File: config.mk
export PLATFORM = sky130hd
export DESIGN_NAME = pressure_scan_sequencer_unit
export DESIGN_NICKNAME = d
export VERILOG_FILES = /design/src/hw/rtl/psseq_pkg.sv /design/src/hw/rtl/psseq_in_reg.sv /design/src/hw/rtl/psseq_core.sv /design/src/hw/rtl/pressure_scan_sequencer_unit.sv
export SDC_FILE = /design/constraint.sdc
export NUM_CORES = 1
export LEC_CHECK = 0
export BUFFER_PORTS_ARGS = -buffer_cell sky130_fd_sc_hd__buf_2
export CAP_MARGIN = 10
export CELL_PAD_IN_SITES_DETAIL_PLACEMENT = 1
export CELL_PAD_IN_SITES_GLOBAL_PLACEMENT = 1
export CORE_ASPECT_RATIO = 1.2
export CORE_MARGIN = 1
export CORE_UTILIZATION = 46
export DETAILED_ROUTE_END_ITERATION = 6
export GPL_TIMING_DRIVEN = 0
export HOLD_SLACK_MARGIN = 0.08
export PLACE_DENSITY = 0.79
export SYNTH_ARGS = -nofsm -noshare
export SYNTH_HDL_FRONTEND = slang
export SYNTH_SLANG_ARGS = --single-unit
File: constraint.sdc
create_clock -name clk_i -period 6.1 [get_ports clk_i]
set_input_delay 0.61 -clock clk_i [delete_from_list [all_inputs] [get_ports clk_i]]
set_output_delay 0.61 -clock clk_i [all_outputs]
set_load 0.01 [all_outputs]
File: src/hw/rtl/psseq_pkg.sv
`timescale 1ns / 1ps

package psseq_pkg;

  // sequencer phases
  typedef enum logic [3:0] {
    PH_IDLE    = 4'd0,
    PH_START   = 4'd1,
    PH_HOME    = 4'd2,
    PH_SEEK    = 4'd3,
    PH_LEAVE   = 4'd4,
    PH_OFFSET  = 4'd5,
    PH_BEGIN   = 4'd6,
    PH_SEARCH  = 4'd7,
    PH_FAIL    = 4'd8,
    PH_ADVANCE = 4'd9,
    PH_HOLD    = 4'd10,
    PH_RETURN  = 4'd11,
    PH_FINISH  = 4'd12
  } phase_e;

  // motor commands
  typedef enum logic [2:0] {
    CMD_NONE     = 3'd0,
    CMD_GO_MIN   = 3'd1,
    CMD_GO_MAX   = 3'd2,
    CMD_MOVE_TO  = 3'd3,
    CMD_GO_ZERO  = 3'd4,
    CMD_SET_ZERO = 3'd5,
    CMD_STOP     = 3'd6
  } cmd_e;

  // event markers
  typedef enum logic [2:0] {
    MRK_NONE       = 3'd0,
    MRK_BEGIN      = 3'd1,
    MRK_THRESHOLD  = 3'd2,
    MRK_FAIL       = 3'd3,
    MRK_POSITIONED = 3'd4,
    MRK_HOLD_END   = 3'd5,
    MRK_RETURNED   = 3'd6,
    MRK_SCAN_END   = 3'd7
  } marker_e;

  // request kinds
  localparam logic [1:0] REQ_POLL  = 2'd0;
  localparam logic [1:0] REQ_OPEN  = 2'd1;
  localparam logic [1:0] REQ_CLOSE = 2'd2;

  // register indexes
  localparam logic [1:0] CFG_SCAN_LENGTH = 2'd0;
  localparam logic [1:0] CFG_SCAN_AREA   = 2'd1;
  localparam logic [1:0] CFG_START_VALUE = 2'd2;

  localparam logic [31:0] HOME_OFFSET = 32'd400;
  localparam logic [31:0] MIN_LIMIT   = 32'hFFFF_FC18;  // -1000

  typedef struct packed {
    logic [31:0] scan_length_ms;
    logic [15:0] scan_area;
    logic [9:0]  start_value;
  } cfg_t;

  typedef struct packed {
    logic [1:0]  req_type;
    logic        start_switch;
    logic        home_switch;
    logic [9:0]  sensor_value;
    logic [31:0] motor_position;
    logic [31:0] motor_max;
    logic        dest_reached;
    logic        motor_idle;
    logic        ms_elapsed;
  } in_item_t;

  typedef struct packed {
    cmd_e        motor_cmd;
    logic [31:0] motor_target;
    logic        motor_enable;
    marker_e     marker;
    logic        sending;
    logic        recording;
    logic        failed;
    phase_e      phase_out;
  } out_item_t;

endpackage

File: src/hw/rtl/psseq_in_reg.sv
`timescale 1ns / 1ps

module psseq_in_reg (
  input  logic                clk_i,
  input  logic                rst_ni,
  input  logic                in_valid_i,
  output logic                in_ready_o,
  input  psseq_pkg::in_item_t item_i,
  input  logic                advance_i,
  output logic                valid_o,
  output psseq_pkg::in_item_t item_o
);
  import psseq_pkg::*;

  logic     valid_q, valid_d;
  in_item_t item_q;
  logic     take;

  // free when empty or when the held word moves on this cycle
  assign in_ready_o = !valid_q || advance_i;
  assign take       = in_valid_i && in_ready_o;

  always_comb begin
    valid_d = valid_q;
    if (take) begin
      valid_d = 1'b1;
    end else if (advance_i) begin
      valid_d = 1'b0;
    end
  end

  always_ff @(posedge clk_i or negedge rst_ni) begin
    if (!rst_ni) begin
      valid_q <= 1'b0;
    end else begin
      valid_q <= valid_d;
    end
  end

  // payload register
  always_ff @(posedge clk_i) begin
    if (take) begin
      item_q <= item_i;
    end
  end

  assign valid_o = valid_q;
  assign item_o  = item_q;

endmodule

File: src/hw/rtl/psseq_core.sv
`timescale 1ns / 1ps

module psseq_core (
  input  logic                 clk_i,
  input  logic                 rst_ni,
  input  psseq_pkg::cfg_t      cfg_i,
  input  logic                 step_i,
  input  psseq_pkg::in_item_t  item_i,
  output psseq_pkg::out_item_t res_o
);
  import psseq_pkg::*;

  phase_e      phase_q, phase_d;
  logic        conn_q, conn_d;
  logic        rec_q, rec_d;
  logic        fail_q, fail_d;
  logic        en_q, en_d;
  logic [31:0] timer_q, timer_d;

  phase_e         ph_eff;
  logic           run;
  logic           is_open, is_close;
  logic signed [32:0] reach;
  logic           over, hit, hold_done;
  logic [31:0]    timer_inc;
  cmd_e           cmd;
  logic [31:0]    target;
  marker_e        marker;

  assign is_open  = (item_i.req_type == REQ_OPEN);
  assign is_close = (item_i.req_type == REQ_CLOSE);
  assign run      = conn_q && !fail_q;

  // phase seen by a poll: unused codes fold to idle, start press leaves idle
  always_comb begin
    ph_eff = (phase_q > PH_FINISH) ? PH_IDLE : phase_q;
    if (item_i.start_switch && ph_eff == PH_IDLE) begin
      ph_eff = PH_START;
    end
  end

  // travel limit check and threshold
  assign reach = $signed({item_i.motor_position[31], item_i.motor_position})
               + $signed({17'd0, cfg_i.scan_area});
  assign over  = reach > $signed({item_i.motor_max[31], item_i.motor_max});
  assign hit   = item_i.sensor_value >= cfg_i.start_value;

  // saturating hold timer
  assign timer_inc = (item_i.ms_elapsed && timer_q != '1) ? timer_q + 32'd1 : timer_q;
  assign hold_done = timer_inc > cfg_i.scan_length_ms;

  // next state
  always_comb begin
    phase_d = phase_q;
    conn_d  = conn_q;
    rec_d   = rec_q;
    fail_d  = fail_q;
    en_d    = en_q;
    timer_d = timer_q;
    if (is_open) begin
      phase_d = PH_IDLE;
      conn_d  = 1'b1;
      rec_d   = 1'b0;
      fail_d  = 1'b0;
    end else if (is_close) begin
      phase_d = PH_IDLE;
      conn_d  = 1'b0;
      rec_d   = 1'b0;
      fail_d  = 1'b0;
      en_d    = 1'b0;
    end else begin
      phase_d = ph_eff;
      if (run) begin
        case (ph_eff)
          PH_START: phase_d = PH_HOME;
          PH_HOME: begin
            en_d    = 1'b1;
            phase_d = item_i.home_switch ? PH_LEAVE : PH_SEEK;
          end
          PH_SEEK: begin
            if (item_i.home_switch) phase_d = PH_LEAVE;
          end
          PH_LEAVE: begin
            if (!item_i.home_switch) phase_d = PH_OFFSET;
          end
          PH_OFFSET: begin
            if (item_i.dest_reached) phase_d = PH_BEGIN;
          end
          PH_BEGIN: begin
            en_d    = 1'b1;
            phase_d = PH_SEARCH;
          end
          PH_SEARCH: begin
            if (hit) begin
              rec_d   = 1'b1;
              phase_d = PH_ADVANCE;
            end else if (over) begin
              phase_d = PH_FAIL;
            end
          end
          PH_FAIL: begin
            fail_d  = 1'b1;
            en_d    = 1'b0;
            phase_d = PH_IDLE;
          end
          PH_ADVANCE: begin
            if (item_i.dest_reached) begin
              timer_d = '0;
              phase_d = PH_HOLD;
            end
          end
          PH_HOLD: begin
            timer_d = timer_inc;
            if (hold_done) phase_d = PH_RETURN;
          end
          PH_RETURN: begin
            if (item_i.dest_reached) phase_d = PH_FINISH;
          end
          PH_FINISH: begin
            if (item_i.motor_idle) begin
              rec_d   = 1'b0;
              fail_d  = 1'b0;
              en_d    = 1'b0;
              phase_d = PH_IDLE;
            end
          end
          default: ;
        endcase
      end
    end
  end

  // command, target and marker of this word
  always_comb begin
    cmd    = CMD_NONE;
    target = '0;
    marker = MRK_NONE;
    if (is_close) begin
      cmd = CMD_STOP;
    end else if (!is_open && run) begin
      case (ph_eff)
        PH_HOME: cmd = item_i.home_switch ? CMD_GO_MAX : CMD_GO_MIN;
        PH_SEEK: begin
          if (item_i.home_switch) cmd = CMD_GO_MAX;
        end
        PH_LEAVE: begin
          if (!item_i.home_switch) begin
            cmd    = CMD_MOVE_TO;
            target = item_i.motor_position + HOME_OFFSET;
          end
        end
        PH_OFFSET: begin
          if (item_i.dest_reached) begin
            cmd    = CMD_SET_ZERO;
            target = MIN_LIMIT;
          end
        end
        PH_BEGIN: begin
          cmd    = CMD_GO_MAX;
          marker = MRK_BEGIN;
        end
        PH_SEARCH: begin
          if (hit) begin
            cmd    = CMD_MOVE_TO;
            target = reach[31:0];
            marker = MRK_THRESHOLD;
          end
        end
        PH_FAIL: begin
          cmd    = CMD_STOP;
          marker = MRK_FAIL;
        end
        PH_ADVANCE: begin
          if (item_i.dest_reached) marker = MRK_POSITIONED;
        end
        PH_HOLD: begin
          if (hold_done) begin
            cmd    = CMD_GO_ZERO;
            marker = MRK_HOLD_END;
          end
        end
        PH_RETURN: begin
          if (item_i.dest_reached) marker = MRK_RETURNED;
        end
        PH_FINISH: begin
          if (item_i.motor_idle) marker = MRK_SCAN_END;
        end
        default: ;
      endcase
    end
  end

  always_comb begin
    res_o.motor_cmd    = cmd;
    res_o.motor_target = target;
    res_o.motor_enable = en_d;
    res_o.marker       = marker;
    res_o.sending      = conn_d;
    res_o.recording    = rec_d;
    res_o.failed       = fail_d;
    res_o.phase_out    = phase_d;
  end

  // state advances once per word handed to the result register
  always_ff @(posedge clk_i or negedge rst_ni) begin
    if (!rst_ni) begin
      phase_q <= PH_IDLE;
      conn_q  <= 1'b0;
      rec_q   <= 1'b0;
      fail_q  <= 1'b0;
      en_q    <= 1'b0;
      timer_q <= '0;
    end else if (step_i) begin
      phase_q <= phase_d;
      conn_q  <= conn_d;
      rec_q   <= rec_d;
      fail_q  <= fail_d;
      en_q    <= en_d;
      timer_q <= timer_d;
    end
  end

  // recording only happens on an open connection
  a_rec_conn: assert property (@(posedge clk_i) disable iff (!rst_ni)
    rec_q |-> conn_q) else $error("recording without open connection");

  // a failed scan leaves the driver off
  a_fail_en: assert property (@(posedge clk_i) disable iff (!rst_ni)
    fail_q |-> !en_q) else $error("driver enabled after failed scan");

  // a failed scan parks the sequencer at idle or a pending start
  a_fail_phase: assert property (@(posedge clk_i) disable iff (!rst_ni)
    fail_q |-> (phase_q == PH_IDLE || phase_q == PH_START))
    else $error("sequencer moved after failed scan");

  // state holds while no word is stepped
  a_hold: assert property (@(posedge clk_i) disable iff (!rst_ni)
    !step_i |=> $stable(phase_q) && $stable(timer_q))
    else $error("state changed without a word");

endmodule

File: src/hw/rtl/pressure_scan_sequencer_unit.sv
`timescale 1ns / 1ps

// Pressure scan sequencer.
// Slave stream: one word per poll, open or close request; tuser carries the
// request kind, tdata the switches, sensor reading and motor status. Master
// stream: one result word per input word (motor command and target, driver
// enable, event marker, flags, phase). Registers are written through the
// cfg port; the user must write them only while no word is in flight, as
// the block itself does not enforce this. A word accepted passes through
// two register stages (input register, result register) with the phase
// logic between them. Throughput is one word per cycle while the master
// side does not stall.
// When the master side stalls, the result register holds its word and the
// input register still takes one more word; further words wait in tready.
// Reset clears all phase state, flags, hold timer and config registers to
// zero and empties both stages; the payload registers are not reset.
module pressure_scan_sequencer_unit (
  input  logic        clk_i,
  input  logic        rst_ni,
  // configuration writes
  input  logic        cfg_we_i,
  input  logic [1:0]  cfg_idx_i,
  input  logic [31:0] cfg_data_i,
  // input words
  input  logic        s_axis_tvalid_i,
  output logic        s_axis_tready_o,
  // start_switch, home_switch, sensor_value[9:0], motor_position[31:0],
  // motor_max[31:0], dest_reached, motor_idle, ms_elapsed, zero pad
  input  logic [79:0] s_axis_tdata_i,
  // req_type[1:0]
  input  logic [1:0]  s_axis_tuser_i,
  // result words
  output logic        m_axis_tvalid_o,
  input  logic        m_axis_tready_i,
  // motor_cmd[2:0], motor_target[31:0], motor_enable, marker[2:0], sending,
  // recording, failed, phase_out[3:0], zero pad
  output logic [47:0] m_axis_tdata_o
);
  import psseq_pkg::*;

  cfg_t      cfg_q;
  in_item_t  in_item, stage_item;
  logic      stage_valid;
  logic      advance;
  logic      step;
  out_item_t res, out_q;
  logic      out_valid_q, out_valid_d;

  // configuration registers
  always_ff @(posedge clk_i or negedge rst_ni) begin
    if (!rst_ni) begin
      cfg_q <= '0;
    end else if (cfg_we_i) begin
      case (cfg_idx_i)
        CFG_SCAN_LENGTH: cfg_q.scan_length_ms <= cfg_data_i;
        CFG_SCAN_AREA:   cfg_q.scan_area      <= cfg_data_i[15:0];
        CFG_START_VALUE: cfg_q.start_value    <= cfg_data_i[9:0];
        default: ;
      endcase
    end
  end

  // unpack the input word
  always_comb begin
    in_item.req_type       = s_axis_tuser_i;
    in_item.start_switch   = s_axis_tdata_i[0];
    in_item.home_switch    = s_axis_tdata_i[1];
    in_item.sensor_value   = s_axis_tdata_i[11:2];
    in_item.motor_position = s_axis_tdata_i[43:12];
    in_item.motor_max      = s_axis_tdata_i[75:44];
    in_item.dest_reached   = s_axis_tdata_i[76];
    in_item.motor_idle     = s_axis_tdata_i[77];
    in_item.ms_elapsed     = s_axis_tdata_i[78];
  end

  assign advance = !out_valid_q || m_axis_tready_i;
  assign step    = stage_valid && advance;

  psseq_in_reg u_in_reg (
    .clk_i      (clk_i),
    .rst_ni     (rst_ni),
    .in_valid_i (s_axis_tvalid_i),
    .in_ready_o (s_axis_tready_o),
    .item_i     (in_item),
    .advance_i  (advance),
    .valid_o    (stage_valid),
    .item_o     (stage_item)
  );

  psseq_core u_core (
    .clk_i  (clk_i),
    .rst_ni (rst_ni),
    .cfg_i  (cfg_q),
    .step_i (step),
    .item_i (stage_item),
    .res_o  (res)
  );

  // result register
  always_comb begin
    out_valid_d = out_valid_q;
    if (step) begin
      out_valid_d = 1'b1;
    end else if (m_axis_tready_i) begin
      out_valid_d = 1'b0;
    end
  end

  always_ff @(posedge clk_i or negedge rst_ni) begin
    if (!rst_ni) begin
      out_valid_q <= 1'b0;
    end else begin
      out_valid_q <= out_valid_d;
    end
  end

  always_ff @(posedge clk_i) begin
    if (step) begin
      out_q <= res;
    end
  end

  // pack the result word
  assign m_axis_tvalid_o = out_valid_q;
  assign m_axis_tdata_o  = {2'b00, out_q.phase_out, out_q.failed, out_q.recording,
                            out_q.sending, out_q.marker, out_q.motor_enable,
                            out_q.motor_target, out_q.motor_cmd};

endmodule
* Word-level counts from Yosys, hierarchy flattened *
Cells that the tools add are included.
W data, S select, Z words.

cells by class
  reduce and logical (&&, ||, !) cells = 23
  eq/ne operators = 18
  order comparisons = 4
  $add $sub $neg = 3
  bitwise gates (word level) = 3
  muxes and demuxes = 59

operators by type and width
  kind                     count
  $mux W32                 5
  $pmux W32 S3             1
  $pmux W32 S2             1
  $mux W4                  14
  $pmux W4 S12             1
  $add A32 B17 Y33         1
  $gt A33 B32 Y1           1
  $add A32 B1 Y32 const B  1
  $add A32 B9 Y32 const B  1
  $gt A32 B32 Y1           1
  $ne A32 B32 Y1 const B   1
  $mux W3                  8
  $pmux W3 S8              1
  $pmux W3 S7              1
  $eq A4 B4 Y1 const B     5
  $mux W1                  19
  $eq A4 B3 Y1 const B     4
  $ge A10 B10 Y1           1
  $mux W2                  5
  $eq A4 B2 Y1 const B     2
  $logic_and A1 B1 Y1      6
  $reduce_and A2 Y1        3
  $reduce_and A6 Y1        1
  $reduce_bool A2 Y1       3
  13 further kinds         23

storage, ports and cells
  register bits = 227

* Depth between registers and ports, before layout *
  depth in word-level cells = 11
  depth in mapped cells = 20
  depth with buffers taken out = 20

* Modules after synthesis *
Synthesis repeated with hierarchy kept, for this count alone.

unflattened totals
  cell total of the unflattened synthesis = 1240
  area, all modules = 13181.4 um^2

by module, submodules not included
  module                        cells an instance  area an instance (um^2)  instances  sequential area each (um^2)
  psseq_core                    978                7054.3                   1          1001.0
  pressure_scan_sequencer_unit  177                3641.0                   1          2857.7
  psseq_in_reg                  85                 2486.1                   1          2457.4

* Worst setup path after synthesis *
Ideal clock, no wire load.

  path type = register to register
  from = register u_core.timer_q[0]
  to = register u_core.phase_q[0]
  data required time = 5.975 ns
  arrival time = 4.296 ns
  setup slack = 1.680 ns
  path buffers = 1
  clock period less this slack = 4.420 ns
  cell stages (with the launch flop) = 18
  cells stage by stage = dfrtp_1 > ha_1 > nand2_1 > or2_2 > or3_1 > buf_2 > or4_4 > or2_4 > xnor2_1 > ha_1 > nand4_1 > nor4bb_1 > a311o_1 > o22ai_1 > o21ai_0 > o211a_1 > a221oi_1 > mux2_2

RTL lines
  element                 RTL line           text
  start, declared         psseq_core.sv:18   logic [31:0] timer_q, timer_d;
  start signal, assigned  psseq_core.sv:219  timer_q <= timer_d;
  end signal, assigned    psseq_core.sv:214  phase_q <= phase_d;
  end, declared           psseq_core.sv:13   phase_e phase_q, phase_d;

* Worst setup path after layout *
  from = register cfg_q[10] (netlist bit)
  to = register u_core.phase_q[3]

between the ends
  word-level cells in the longest chain between the ends = 8

RTL lines
  element           RTL line                            text
  start, declared   pressure_scan_sequencer_unit.sv:41  cfg_t cfg_q;
  $add A32 B17 Y33  psseq_core.sv:44                    + $signed({17'd0, cfg_i.scan_area});
  $gt A33 B32 Y1    psseq_core.sv:45                    assign over = reach > $signed({item_i.motor_max[31], item_i.motor_max});
  $mux W4           psseq_core.sv:97                    end else if (over) begin
  $mux W4           psseq_core.sv:94                    if (hit) begin
  $pmux W4 S12      psseq_core.sv:74                    case (ph_eff)
  $mux W4           psseq_core.sv:73                    if (run) begin
  $mux W4           psseq_core.sv:65                    end else if (is_close) begin
  $mux W4           psseq_core.sv:60                    if (is_open) begin

No other way between the ends.
A chain may end at the register's enable or synchronous reset.

==> flow_metrics.tcl <==
set metrics [dict create \
    gp_congestion 0.858 \
    start_kind "flip-flop" \
    numCtsBuffers 26 \
    cts_tree "yes" \
    via_per_inst 5.73 \
    cpMostUsedCell "o21ai_0" \
    yosysWarnings 0 \
    drt-total-wl_mm 39.2 \
    worstRegToRegCells 20 \
    routed-via-count 10800 \
    mappedNetlistArea_mm2 0.0130 \
    synth_top_area_share_pct 29.3 \
    cp_data_required_time_ns 6.55 \
    yosysTopAreaCell "edfxtp_1" \
    start_util_pct 46.7 \
    dr.pass1.iters 5 \
    fillers 3204 \
    cts_root_buf "clkbuf_16" \
    r2r_start "cfg_q[10]" \
    grt_pass1_wl_mm 60.5 \
    clock_skew_ns 0.0127 \
    grt.total_usage_pct 26.9 \
    max_freq_mhz 173 \
    crit_chain "ha_1 -> inv_1 -> fa_1 -> nor2b_1 -> o21a_1 -> o21ai_0 -> a21oi_1 -> o21ai_0 -> a21oi_1 -> a21o_1 -> o21ai_0 -> ha_1 -> nand4_1 -> nor3_1 -> nand2_1 -> a311oi_1 -> o21ai_0 -> a2111o_1 -> or3_1 -> o221ai_1" \
    synth_cell_types 71 \
    hpwl_mm 29.4 \
    cp_top_family "compound AO/OA/AOI/OAI gates" \
    hold_viol 0 \
    cts-hold-fix-buffers 0 \
    drc_errors 0 \
    port_buffers 167 \
    fin_crit_ns 5.78 \
    min_period_over_period_pct 94.8 \
    tns_ns 0 \
    power.total_uw 4760 \
    p_leak_uw 0.00654 \
    grt_pass1_vias 11400 \
    ir_drop_uv 171 \
    fin_nets 1695 \
    tightestPinTransition_ns 1.22 \
    die_area_mm2 0.0290 \
    cts_max_level 1 \
    dp_cells 1828 \
    netlist_top_cells_area "edfxtp_1 (29%), dfrtp_1 (19%), ha_1 (9.1%), o21ai_0 (4.3%), nand2_1 (3.7%)" \
    antenna_found_initial 4 \
    hold_class "in -> async" \
    grt-ovfl-total 0 \
    finalSetupViolCount 0 \
    critPathMaxFanout 6 \
    fp.coreArea_mm2 0.0278 \
    area_growth_syn_to_layout_pct 17.7 \
    rows 67 \
    synth_edf_count 127 \
    maxSlewViolCount 0 \
    ys_ff_latch 227 \
    die_w_um 156 \
    cts_resized 0 \
    worst-setup-path-type "reg -> reg" \
    endpoint_kind "flip-flop" \
    critPathBufInv 1 \
    grt_start_max_net_pins 55 \
    clk_pin_slew_ns 0.06 \
    die_y_um 186 \
    worstReg2RegEnd "u_core.phase_q[3]" \
    slowest_delay_ns 0.54 \
    async_flop_share_pct 44.1 \
    status "finished clean" \
    grt_setup_unrepaired "no" \
    drive_gt1_share_pct 17.9 \
    post-route-util_pct 55.0 \
    maxCapViolCount 0 \
    yosysSeqAreaShare_pct 48.6 \
    crit_path_start "cfg_q[10]" \
    ant_nets 0 \
    slowest_stage "a21oi_1" \
    cts_num_sinks 227 \
    syn_inst 1278 \
    postCtsSetupRepairBufs 0 \
    num_io_pins 171 \
    power_density_mw_per_mm2 311 \
    layout.cells.non_filler 1882 \
    cts_max_path_buffers 3 \
    drt_iter0_markers 529 \
    clk_latency_ns 0.54 \
    rrSetupSlack_ns 0.32 \
    avgSynthCellArea_um2 10.2 \
    hold_slack_ns 0.116 \
    critPathArrivalTime_ns 6.23 \
    wl_per_cell_um 20.8 \
    synth-main-ff-cell "edfxtp_1" \
    slew_headroom_pct 18.3 \
]
==> synthesized netlist by cell type (all sizes together) (5+ instances only) <==
cell type  instances
edfxtp           127
nand2            127
o21ai            115
dfrtp            100
inv               98
ha                95
a21oi             76
nor2              73
xnor2             51
nand3             42
clkbuf            34
mux2              31
xor2              30
nor3              25
nand4             23
o31ai             19
a31oi             16
and3              16
a21o              15
a22o              13
buf               11
nand2b            11
or3               11
o21a              10
a221oi             9
nor2b              8
o211ai             8
a22oi              7
a211o              5
a211oi             5
and2               5
or2                5
==> worst reg2reg max path, stage by stage (launching register included) <==
cell      delay (ns)
dfrtp_1         0.38
ha_1            0.20
inv_1           0.07
fa_1            0.41
nor2b_1         0.16
o21a_1          0.15
o21ai_0         0.17
a21oi_1         0.33
o21ai_0         0.23
a21oi_1         0.54
a21o_1          0.21
o21ai_0         0.11
ha_1            0.36
nand4_1         0.16
nor3_1          0.36
nand2_1         0.17
a311oi_1        0.43
o21ai_0         0.36
a2111o_1        0.51
or3_1           0.32
o221ai_1        0.07
==> per-layer routing <==
metal | wire (um) | up-vias | global-route usage, % | part of all wire [%]
li1 | - | 5054 | - | -
met5 | 0 | - | 0 | 0
met2 | 20800 | 284 | 51.6 | 53
met4 | 1170 | 0 | 9.69 | 3.0
met3 | 1580 | 73 | 2.99 | 4.0
met1 | 15700 | 5369 | 30.8 | 40
==> logic make-up (layout without fill, tap and decap cells) <==
logic type / Yosys count / in the layout / share of synthesized area (%)
AND/OR/NAND/NOR: 361 / 361 / 13.2
AO/OA/AOI/OAI: 337 / 337 / 16.5
flip-flops: 227 / 227 / 48.6
buffers and inverters: 143 / 361 / 4.22
adder cells (fa/ha/maj): 96 / 96 / 9.29
XOR/XNOR: 81 / 81 / 5.45
multiplexers: 32 / 32 / 2.76
other: 1 / 8 / 0.0288
==> registers in the layout, indices dropped and copies added, names as in the netlist <==
name and count:
u_core.fail_q 1, m_axis_tdata_o 46, m_axis_tvalid_o 1, u_in_reg.item_o 81, u_core.timer_q 32, u_core.conn_q 1, cfg_q 58, u_core.en_q 1
u_core.phase_q 4, u_core.rec_q 1, u_in_reg.valid_o 1
==> where the power goes <==
group | total, uW | switching [uW] | internal (uW)
clock network | 1640 | 640 | 999
logic | 1230 | 776 | 451
registers | 1890 | 91.2 | 1800
==> through the flow <==
stage	setup slack [ns]	cell area, um2
2_1_floorplan	1.68	13000
3_5_place_dp	0.413	14400
6_report	0.319	15300
3_3_place_gp	0.568	14300
4_1_cts	0.379	15300
5_1_grt	0.106	15300
==> how the worst max path moves through the flow <==
stage               slack [ns]           endpoint  cells past startpoint
finish                    0.32  u_core.phase_q[3]                     20
global route              0.11  u_core.phase_q[3]                     20
CTS                       0.38  u_core.phase_q[3]                     20
detailed placement        0.41  u_core.phase_q[3]                     20
global placement          0.57  u_core.phase_q[3]                     19
floorplan                 1.68  u_core.phase_q[0]                     17
==> cells in the final DEF, fill, tap and decap left out, drive strengths merged, types with 69 or more instances in the layout <==
| cell | instances |
|---|---|
| nand2 | 127 |
| dfrtp | 100 |
| a21oi | 76 |
| edfxtp | 127 |
| ha | 95 |
| clkbuf | 69 |
| o21ai | 115 |
| nor2 | 73 |
| inv | 98 |
| buf | 182 |
==> area by class of cell <==
| type | instances | area [um2] | share of cell area, % |
|---|---|---|---|
| sequential | 227 | 6320 | 41.2 |
| clock inverter | 12 | 163 | 1.06 |
| tap | 379 | 474 | 3.10 |
| buffer | 45 | 181 | 1.18 |
| antenna | 6 | 15.0 | 0.0980 |
| inverter | 98 | 368 | 2.40 |
| clock buffer | 35 | 726 | 4.74 |
| timing repair buffer | 171 | 918 | 6.00 |
| multi-input combinational | 909 | 6150 | 40.2 |
(Power assumes the default switching activity.)
